==> src/design/frt_pkg.sv <==
`timescale 1ns / 1ps

package frt_pkg;

    localparam int TABLE_ENTRIES = 16;
    localparam int MAX_FRAGMENTS = 64;

    localparam int ENTRY_AW = (TABLE_ENTRIES > 1) ? $clog2(TABLE_ENTRIES) : 1;
    localparam int PTR_W    = $clog2(TABLE_ENTRIES + 1);
    localparam int KEY_W    = 24;
    localparam int IDX_W    = 16;
    localparam int MAP_W    = 64;
    localparam int CNT_W    = 7;
    localparam int SEL_W    = 6;

    typedef logic [KEY_W-1:0] t_key;

    typedef enum logic {
        CMD_RECV  = 1'b0,
        CMD_QUERY = 1'b1
    } t_cmd;

    typedef enum logic [2:0] {
        ST_OK       = 3'd0,
        ST_MISMATCH = 3'd1,
        ST_INDEX    = 3'd2,
        ST_CAPACITY = 3'd3,
        ST_FULL     = 3'd4
    } t_status;

    typedef struct packed {
        t_cmd             cmd;
        logic [15:0]      message_id;
        logic [7:0]       stream_id;
        logic [IDX_W-1:0] fragment_index;
        logic [IDX_W-1:0] total_fragments;
    } t_in_item;

    typedef struct packed {
        t_status          status;
        logic             known;
        logic             complete;
        logic [CNT_W-1:0] received_count;
        logic [MAP_W-1:0] missing_map;
    } t_out_item;

    typedef struct packed {
        t_key             key;
        logic [CNT_W-1:0] total;
        logic [MAP_W-1:0] bits;
        logic [CNT_W-1:0] count;
    } t_entry;

    typedef struct packed {
        logic                rd_en;
        logic [ENTRY_AW-1:0] rd_addr;
        logic                wr_en;
        logic [ENTRY_AW-1:0] wr_addr;
        t_entry              wr_entry;
    } t_tbl_req;

    typedef struct packed {
        logic   valid;
        t_entry entry;
    } t_tbl_rsp;

    function automatic logic [MAP_W-1:0] below_mask(input logic [CNT_W-1:0] total);
        logic [MAP_W-1:0] m;
        for (int i = 0; i < MAP_W; i++) begin
            m[i] = (CNT_W'(i) < total);
        end
        return m;
    endfunction

endpackage

==> src/design/frt_in_if.sv <==
`timescale 1ns / 1ps

interface frt_in_if import frt_pkg::*; ();
    logic     valid;
    logic     ready;
    t_in_item data;

    modport source (output valid, output data, input ready);
    modport sink (input valid, input data, output ready);
endinterface

==> src/design/frt_out_if.sv <==
`timescale 1ns / 1ps

interface frt_out_if import frt_pkg::*; ();
    logic      valid;
    logic      ready;
    t_out_item data;

    modport source (output valid, output data, input ready);
    modport sink (input valid, input data, output ready);
endinterface

==> src/design/frt_table.sv <==
`timescale 1ns / 1ps

module frt_table import frt_pkg::*; (
    input  logic     i_clk,
    input  logic     i_rst_n,
    input  t_tbl_req i_req,
    output t_tbl_rsp o_rsp
);

    logic [TABLE_ENTRIES-1:0] r_valid;
    t_entry                   r_mem [TABLE_ENTRIES];
    logic                     r_rd_valid;
    t_entry                   r_rd_entry;

    always_ff @(posedge i_clk) begin
        if (!i_rst_n) begin
            r_valid <= '0;
        end else if (i_req.wr_en) begin
            r_valid[i_req.wr_addr] <= 1'b1;
        end
    end

    always_ff @(posedge i_clk) begin
        if (i_req.wr_en) begin
            r_mem[i_req.wr_addr] <= i_req.wr_entry;
        end
        if (i_req.rd_en) begin
            r_rd_valid <= r_valid[i_req.rd_addr];
            r_rd_entry <= r_mem[i_req.rd_addr];
        end
    end

    assign o_rsp.valid = r_rd_valid;
    assign o_rsp.entry = r_rd_entry;

endmodule

==> src/design/frt_seq.sv <==
`timescale 1ns / 1ps

module frt_seq import frt_pkg::*; (
    input  logic           i_clk,
    input  logic           i_rst_n,
    frt_in_if.sink         i_in,
    frt_out_if.source      o_out,
    output t_tbl_req       o_tbl_req,
    input  t_tbl_rsp       i_tbl_rsp
);

    typedef enum logic [3:0] {
        S_IDLE   = 4'b0001,
        S_SCAN   = 4'b0010,
        S_DECIDE = 4'b0100,
        S_DONE   = 4'b1000
    } t_state;

    t_state              r_state, n_state;
    t_in_item            r_item, n_item;
    logic [PTR_W-1:0]    r_ptr, n_ptr;
    logic                r_pend, n_pend;
    logic [ENTRY_AW-1:0] r_cmp_idx, n_cmp_idx;
    logic                r_hit, n_hit;
    logic [ENTRY_AW-1:0] r_hit_idx, n_hit_idx;
    logic                r_free, n_free;
    logic [ENTRY_AW-1:0] r_free_idx, n_free_idx;
    t_entry              r_ent, n_ent;
    t_out_item           r_res, n_res;
    logic                r_out_valid, n_out_valid;
    t_out_item           r_out_data, n_out_data;

    t_key             key;
    logic             in_acc;
    logic             issue;
    logic             match;
    logic [SEL_W-1:0] sel;
    logic [MAP_W-1:0] new_bit;
    logic             idx_bad;
    t_status          dec_status;
    logic             dec_wr;
    logic [ENTRY_AW-1:0] dec_addr;
    t_entry           dec_entry;
    t_out_item        dec_res;

    assign key     = {r_item.message_id, r_item.stream_id};
    assign in_acc  = i_in.valid && i_in.ready;
    assign issue   = (r_state == S_SCAN) && (r_ptr != PTR_W'(TABLE_ENTRIES));
    assign match   = r_pend && i_tbl_rsp.valid && (i_tbl_rsp.entry.key == key);
    assign sel     = r_item.fragment_index[SEL_W-1:0];
    assign new_bit = MAP_W'(1) << sel;
    assign idx_bad = r_item.fragment_index >= r_item.total_fragments;

    always_comb begin
        dec_status = ST_OK;
        dec_wr     = 1'b0;
        dec_addr   = r_hit_idx;
        dec_entry  = r_ent;
        dec_res    = '0;
        if (r_item.cmd == CMD_RECV) begin
            if (r_hit) begin
                if (r_item.total_fragments != IDX_W'(r_ent.total)) begin
                    dec_status = ST_MISMATCH;
                end else if (idx_bad) begin
                    dec_status = ST_INDEX;
                end else if (!r_ent.bits[sel]) begin
                    dec_wr          = 1'b1;
                    dec_entry.bits  = r_ent.bits | new_bit;
                    dec_entry.count = r_ent.count + CNT_W'(1);
                end
            end else if (idx_bad) begin
                dec_status = ST_INDEX;
            end else if (r_item.total_fragments > IDX_W'(MAX_FRAGMENTS)) begin
                dec_status = ST_CAPACITY;
            end else if (!r_free) begin
                dec_status = ST_FULL;
            end else begin
                dec_wr          = 1'b1;
                dec_addr        = r_free_idx;
                dec_entry.key   = key;
                dec_entry.total = r_item.total_fragments[CNT_W-1:0];
                dec_entry.bits  = new_bit;
                dec_entry.count = CNT_W'(1);
            end
        end else if (r_hit) begin
            dec_res.known          = 1'b1;
            dec_res.received_count = r_ent.count;
            dec_res.complete       = (r_ent.count == r_ent.total);
            dec_res.missing_map    = below_mask(r_ent.total) & ~r_ent.bits;
        end
        dec_res.status = dec_status;
    end

    always_comb begin
        n_state     = r_state;
        n_item      = r_item;
        n_ptr       = r_ptr;
        n_pend      = 1'b0;
        n_cmp_idx   = r_cmp_idx;
        n_hit       = r_hit;
        n_hit_idx   = r_hit_idx;
        n_free      = r_free;
        n_free_idx  = r_free_idx;
        n_ent       = r_ent;
        n_res       = r_res;
        n_out_valid = r_out_valid;
        n_out_data  = r_out_data;

        if (r_out_valid && o_out.ready) begin
            n_out_valid = 1'b0;
        end

        case (r_state)
            S_IDLE: begin
                if (in_acc) begin
                    n_item  = i_in.data;
                    n_ptr   = '0;
                    n_hit   = 1'b0;
                    n_free  = 1'b0;
                    n_state = S_SCAN;
                end
            end
            S_SCAN: begin
                if (issue) begin
                    n_ptr     = r_ptr + PTR_W'(1);
                    n_pend    = 1'b1;
                    n_cmp_idx = r_ptr[ENTRY_AW-1:0];
                end
                if (match) begin
                    n_hit     = 1'b1;
                    n_hit_idx = r_cmp_idx;
                    n_ent     = i_tbl_rsp.entry;
                    n_state   = S_DECIDE;
                end else begin
                    if (r_pend && !i_tbl_rsp.valid && !r_free) begin
                        n_free     = 1'b1;
                        n_free_idx = r_cmp_idx;
                    end
                    if (!issue && !r_pend) begin
                        n_state = S_DECIDE;
                    end
                end
            end
            S_DECIDE: begin
                n_res   = dec_res;
                n_state = S_DONE;
            end
            S_DONE: begin
                if (!r_out_valid || o_out.ready) begin
                    n_out_valid = 1'b1;
                    n_out_data  = r_res;
                    n_state     = S_IDLE;
                end
            end
            default: begin
                n_state = S_IDLE;
            end
        endcase
    end

    always_ff @(posedge i_clk) begin
        if (!i_rst_n) begin
            r_state     <= S_IDLE;
            r_ptr       <= '0;
            r_pend      <= 1'b0;
            r_hit       <= 1'b0;
            r_free      <= 1'b0;
            r_out_valid <= 1'b0;
        end else begin
            r_state     <= n_state;
            r_ptr       <= n_ptr;
            r_pend      <= n_pend;
            r_hit       <= n_hit;
            r_free      <= n_free;
            r_out_valid <= n_out_valid;
        end
    end

    always_ff @(posedge i_clk) begin
        r_item     <= n_item;
        r_cmp_idx  <= n_cmp_idx;
        r_hit_idx  <= n_hit_idx;
        r_free_idx <= n_free_idx;
        r_ent      <= n_ent;
        r_res      <= n_res;
        r_out_data <= n_out_data;
    end

    assign i_in.ready  = (r_state == S_IDLE);
    assign o_out.valid = r_out_valid;
    assign o_out.data  = r_out_data;

    assign o_tbl_req.rd_en    = issue;
    assign o_tbl_req.rd_addr  = r_ptr[ENTRY_AW-1:0];
    assign o_tbl_req.wr_en    = (r_state == S_DECIDE) && dec_wr;
    assign o_tbl_req.wr_addr  = dec_addr;
    assign o_tbl_req.wr_entry = dec_entry;

    a_accept_starts_scan: assert property (@(posedge i_clk) disable iff (!i_rst_n)
        in_acc |=> (r_state == S_SCAN) && (r_ptr == '0))
        else $error("accepted word did not start a table scan");

    a_write_needs_slot: assert property (@(posedge i_clk) disable iff (!i_rst_n)
        o_tbl_req.wr_en |-> (r_hit || r_free))
        else $error("table write without a matching or free entry");

    a_query_no_write: assert property (@(posedge i_clk) disable iff (!i_rst_n)
        o_tbl_req.wr_en |-> (r_item.cmd == CMD_RECV))
        else $error("query word modified the table");

    a_ptr_bound: assert property (@(posedge i_clk) disable iff (!i_rst_n)
        r_ptr <= PTR_W'(TABLE_ENTRIES))
        else $error("scan pointer ran past the table");

    a_no_read_after_hit: assert property (@(posedge i_clk) disable iff (!i_rst_n)
        (r_state == S_DECIDE) |-> !o_tbl_req.rd_en)
        else $error("table read issued outside the scan");

endmodule

==> src/design/fragment_reassembly_tracker.sv <==
`timescale 1ns / 1ps

// Each input word is a fragment header (receive) or a stream status query, and each word
// yields exactly one result word. The block takes one word at a time and drops ready while
// it works on it. The stream key is compared against one table entry per cycle through a
// single comparator behind the registered table read, the scan stops early on a match, and
// then the decide state decides and updates the entry and the done state loads the output
// register once it is free. A finished result waits in the output register while the next
// word is accepted. Reset clears every entry's valid bit at once, so no clearing pass is
// needed and the block is ready right after reset.

module fragment_reassembly_tracker import frt_pkg::*; (
    input  logic      i_clk,
    input  logic      i_rst_n,
    frt_in_if.sink    i_in,
    frt_out_if.source o_out
);

    t_tbl_req tbl_req;
    t_tbl_rsp tbl_rsp;

    frt_seq u_seq (
        .i_clk     (i_clk),
        .i_rst_n   (i_rst_n),
        .i_in      (i_in),
        .o_out     (o_out),
        .o_tbl_req (tbl_req),
        .i_tbl_rsp (tbl_rsp)
    );

    frt_table u_table (
        .i_clk   (i_clk),
        .i_rst_n (i_rst_n),
        .i_req   (tbl_req),
        .o_rsp   (tbl_rsp)
    );

endmodule
==> src/flat_wrapper.sv <==
// flat-port wrapper written by rule: the top's interface ports become plain ports
module fragment_reassembly_tracker_flat import frt_pkg::*;
  (i_clk, i_rst_n, i_in_valid, i_in_data, i_in_ready, o_out_valid, o_out_data, o_out_ready);
  frt_in_if i_in_i ();
  frt_out_if o_out_i ();
  input  logic i_clk;
  input  logic i_rst_n;
  input wire logic [$bits(i_in_i.valid)-1:0] i_in_valid;
  input wire logic [$bits(i_in_i.data)-1:0] i_in_data;
  output wire logic [$bits(i_in_i.ready)-1:0] i_in_ready;
  output wire logic [$bits(o_out_i.valid)-1:0] o_out_valid;
  output wire logic [$bits(o_out_i.data)-1:0] o_out_data;
  input wire logic [$bits(o_out_i.ready)-1:0] o_out_ready;
  assign i_in_i.valid = i_in_valid;
  assign i_in_i.data = i_in_data;
  assign i_in_ready = i_in_i.ready;
  assign o_out_valid = o_out_i.valid;
  assign o_out_data = o_out_i.data;
  assign o_out_i.ready = o_out_ready;
  fragment_reassembly_tracker u_core (.i_clk(i_clk), .i_rst_n(i_rst_n), .i_in(i_in_i), .o_out(o_out_i));
endmodule
==> config.mk <==
export PLATFORM = sky130hd
export DESIGN_NAME = fragment_reassembly_tracker_flat
export DESIGN_NICKNAME = d
export VERILOG_FILES = /design/src/design/frt_pkg.sv /design/src/design/frt_in_if.sv /design/src/design/frt_out_if.sv /design/src/design/frt_table.sv /design/src/design/frt_seq.sv /design/src/design/fragment_reassembly_tracker.sv /design/src/flat_wrapper.sv
export SDC_FILE = /design/constraint.sdc
export NUM_CORES = 2
export LEC_CHECK = 0
export BUFFER_PORTS_ARGS = -buffer_cell sky130_fd_sc_hd__buf_2
export CAP_MARGIN = 20
export CORE_AREA = 3 3 351 422
export DETAILED_ROUTE_END_ITERATION = 6
export DIE_AREA = 0 0 354 425
export GPL_TIMING_DRIVEN = 0
export PLACE_DENSITY = 0.71
export SETUP_SLACK_MARGIN = 0.3
export SLEW_MARGIN = 10
export SYNTH_ARGS = -nofsm -noshare
export SYNTH_HDL_FRONTEND = slang
export SYNTH_HIERARCHICAL = 1
export SYNTH_SLANG_ARGS = --single-unit
==> constraint.sdc <==
create_clock -name i_clk -period 23.5 [get_ports i_clk]
set_clock_uncertainty 0.1 [all_clocks]
set_input_delay 0 -clock i_clk [delete_from_list [all_inputs] [get_ports i_clk]]
set_output_delay 0 -clock i_clk [all_outputs]
set_load 0.01 [all_outputs]
==> flow_metrics.py <==
metrics = {
    "timing": {
        "fmax_mhz": 148.8,
        "fin_ws_ps": 16780,
        "finalHoldViolations": 0,
        "worstMarginPinSlew_ps": 1145,
        "slew_headroom": 0.2360,
        "fin_crit_ps": 6720,
        "setup_tns_ps": 0,
        "fin_crit_sh": 0.2860,
        "rsz0062_at_grt": "false",
        "setup_viol": 0,
        "drv_slew": 0,
    },
    "worst_setup_path": {
        "r2r_slack_ps": 16780,
        "critical-path-slowest-cell": "nor3_2",
        "slowest_delay_ps": 700,
        "critPathBufInv": 7,
        "worst_setup_path_start_kind": "flop",
        "path_cells": "buf_6 -> clkbuf_1 -> inv_1 -> ha_1 -> nand2b_1 -> a21o_1 -> a31oi_1 -> o21ai_0 -> a211oi_2 -> nand2_1 -> mux2_2 -> or3b_2 -> nor3_2 -> buf_6 -> buf_6 -> buf_4 -> buf_4",
        "cp-startpoint": "u_core/u_seq/r_item[16]",
        "end_kind": "flop",
        "rr_endpoint": "u_core/u_table/r_mem[0][30]",
        "cp.arrival_ps": 7130,
        "crit_family": "simple AND/OR/NAND/NOR gates",
        "worst-setup-path-type": "flop to flop",
        "critPathMaxFanout": 10,
        "r2r-start": "u_core/u_seq/r_item[16]",
        "reg2regPathDepth": 17,
        "required_ps": 23910,
        "cpMostUsedCell": "buf_6",
    },
    "synthesis": {
        "netlist_instances": 3625,
        "synth_top_cell_by_area": "edfxtp_1",
        "synthFlopType": "edfxtp_1",
        "synth_area_sq_um": 79070,
        "synth_fp_nets": 3705,
        "synth.distinct_cells": 60,
        "yosys_warnings": 6,
        "yosys.area.top_type_share": 0.7816,
        "syn_avg_cell_area_sq_um": 21.81,
        "ys_seq_area_frac": 0.7889,
        "netlist_top_cells_area": "edfxtp_1 (78%), mux4_2 (12%), a22oi_1 (2.0%)",
        "synth_edf_count": 2058,
        "async_flop_share": 0,
        "ys_ff_latch": 2087,
    },
    "drt": {
        "wl_per_cell_um": 32.59,
        "vias": 41390,
        "ant_nets": 0,
        "dr.pass1.iters": 7,
        "drc": 2,
        "vias_per_cell": 6.504,
        "drt-total-wl_um": 207400,
        "drt-initial-drc-count": 5597,
    },
    "final_layout": {
        "fin_util": 0.6408,
        "final_area_sq_um": 92750,
        "syn_to_final_growth_pct": 17.29,
        "fill_cells": 9414,
        "mostFrequentLayoutCell": "edfxtp_1",
        "final_cell_mix": "edfxtp_1 (2058), mux4_2 (413), a22oi_1 (209)",
        "final_cells": 6364,
        "drive_gt1_frac": 0.2646,
        "final_nets": 4349,
    },
    "worst_hold_path": {
        "min_from": "i_in_valid",
        "whs_endpoint": "u_core/u_seq/r_state[1]",
        "min_path_cells": 5,
        "min_path_type": "input port to flop",
    },
    "pwr": {
        "pwr_density_cell_nw_per_um2": 79.77,
        "intPower_w": 0.005929,
        "comb_power_share": 0.026,
        "p_leak_nw": 29.08,
        "clkPwrFrac": 0.423,
        "switching_power_w": 0.001470,
        "vdd_drop_max_uv": 79.36,
        "p_sw_frac": 0.1986,
        "p_seq_frac": 0.550,
    },
    "floorplan": {
        "dieArea_sq_um": 150500,
        "start_util": 0.5464,
        "io_pins": 139,
        "die_x_um": 354,
        "fp.coreArea_sq_um": 144700,
        "die_y_um": 425,
        "rows": 153,
    },
    "placed_design": {
        "place_hpwl_um": 132800,
        "portBuffers": 138,
        "dp_cells": 5853,
        "post-place-ws_ps": 16970,
        "place.gp.congestion": 0.9239,
        "dpl_cell_area_sq_um": 84850,
    },
    "grt": {
        "grt_overflow": 0,
        "first_global_vias": 41730,
        "grt_usage": 0.2789,
        "grt_first_pass_wirelength_um": 298500,
        "grt_max_degree": 75,
        "antenna_found_initial": 2,
    },
    "run_status": {
        "status": "finished, violations left",
        "violations": "DRC",
    },
    "clock_tree": {
        "cts_inserted_buffers": 192,
        "h-tree-depth": 4,
        "clkTransAtPathRegs_ps": 70,
        "cts_tree": "done",
        "cts_buffer_depth": 3,
        "insertion_delay_ps": 850,
        "clock-sinks": 2087,
        "root_buffer": "clkbuf_16",
    },
    "run": {
        "maxCapViolations": 0,
    },
}
through the flow:
stage | total power (W) | hold WS (ps)
4_1_cts | 0.007432 | 107.0
3_5_place_dp | 0.004326 | 78.10
2_1_floorplan | 0.004260 | -1.131
3_3_place_gp | 0.004322 | 76.48
5_1_grt | 0.007590 | 179.5
6_report | 0.007398 | 181.5
flip-flops by register name, summed over array words and instances, names as in the netlist, 4 cells and up:
name                     cells
u_core/u_seq/key            24
u_core/u_seq/o_out.data     76
u_core/u_seq/r_cmp_idx       4
u_core/u_seq/r_ent         102
u_core/u_seq/r_free_idx      4
u_core/u_seq/r_hit_idx       4
u_core/u_seq/r_item         33
u_core/u_seq/r_ptr           5
u_core/u_seq/r_res          76
u_core/u_seq/r_state         4
u_core/u_table/o_rsp       102
u_core/u_table/r_mem      1632
u_core/u_table/r_valid      16
worst reg2reg max path, delay by kind of cell, from the launching register on:
family | cells | cell delay (ps)
flops | 1 | 510
simple gates | 4 | 2030
buf+inv | 7 | 1720
mux | 1 | 500
compound gates | 4 | 1230
fa+ha+maj | 1 | 300
layout make-up:
type                            count  area (sq um)  area share
Antenna cell                        1         2.502  0.00002698
Buffer                            189          1050     0.01132
Clock buffer                      238          5057     0.05453
Clock inverter                    113          1289     0.01390
Inverter                           34         132.6    0.001430
Multi-Input combinational cell   1315         15700      0.1692
Sequential cell                  2087         62380      0.6726
Tap cell                         1937          2424     0.02613
Timing Repair Buffer              450          4716     0.05085
synth_stat cells (8+ instances only):
library cell and number:
edfxtp_1 2058, mux4_2 413, a22oi_1 209, nand2_1 149
nor2_1 85, clkbuf_1 79, o2bb2ai_1 64, nor3_1 44
inv_1 33, buf_1 31, mux2_2 30, dfxtp_1 29
buf_2 28, buf_6 28, a21oi_1 27, a211oi_1 25
xnor2_1 24, buf_4 23, mux2i_1 21, nand3_1 21
ha_1 19, o21a_1 19, xor2_1 18, nor2b_1 14
nand4_1 13, o21ai_0 10, mux4_1 8, o211ai_1 8
per-layer routing:
| layer | vias up | part of all wire | GRT usage |
|---|---|---|---|
| li1 | 16540 | - | - |
| met5 | - | 0 | 0 |
| met2 | 2832 | 0.48 | 0.4379 |
| met3 | 458 | 0.11 | 0.06346 |
| met1 | 21560 | 0.37 | 0.3818 |
| met4 | 0 | 0.046 | 0.1196 |
power groups by stage:
stage	clock [W]	sequential (W)	combinational (W)
final	0.00313	0.00407	0.000196
after global routing	0.00331	0.00407	0.000207
after CTS	0.00317	0.00407	0.000194
after detailed placement	0	0.00415	0.000176
after global placement	0	0.00415	0.000171
after floorplan	0	0.00414	0.000119
cells by family after synthesis:
logic type / Yosys count / synth area share
buffers and inverters: 223 / 0.01478
adders and majority gates: 19 / 0.003006
DFF: 2087 / 0.7889
and+or+nand+nor: 381 / 0.02234
xor gates and xnor gates: 42 / 0.004652
AOI/OAI and AO/OA: 397 / 0.03853
muxes: 476 / 0.1278
timing repair:
item	4_1_cts	5_1_grt
resized for setup	0	0
buffers inserted	0	0
hold buffers	123	0
endpoints found under the hold margin	141	0
endpoints found under the setup margin	0	0
worst max-delay path by stage:
stage | endpoint | cells past startpoint | slack (ps)
after detailed placement | u_core/u_table/r_mem[0][20] | 17 | 16970
final | u_core/u_table/r_mem[0][30] | 17 | 16780
after global placement | u_core/u_table/r_mem[0][52] | 13 | 2630
after floorplan | u_core/u_table/r_mem[0][0] | 13 | 12440
after global routing | u_core/u_table/r_mem[0][24] | 17 | 16660
after CTS | u_core/u_table/r_mem[0][24] | 17 | 16930
Note: power is estimated with default switching activity, not from simulation.
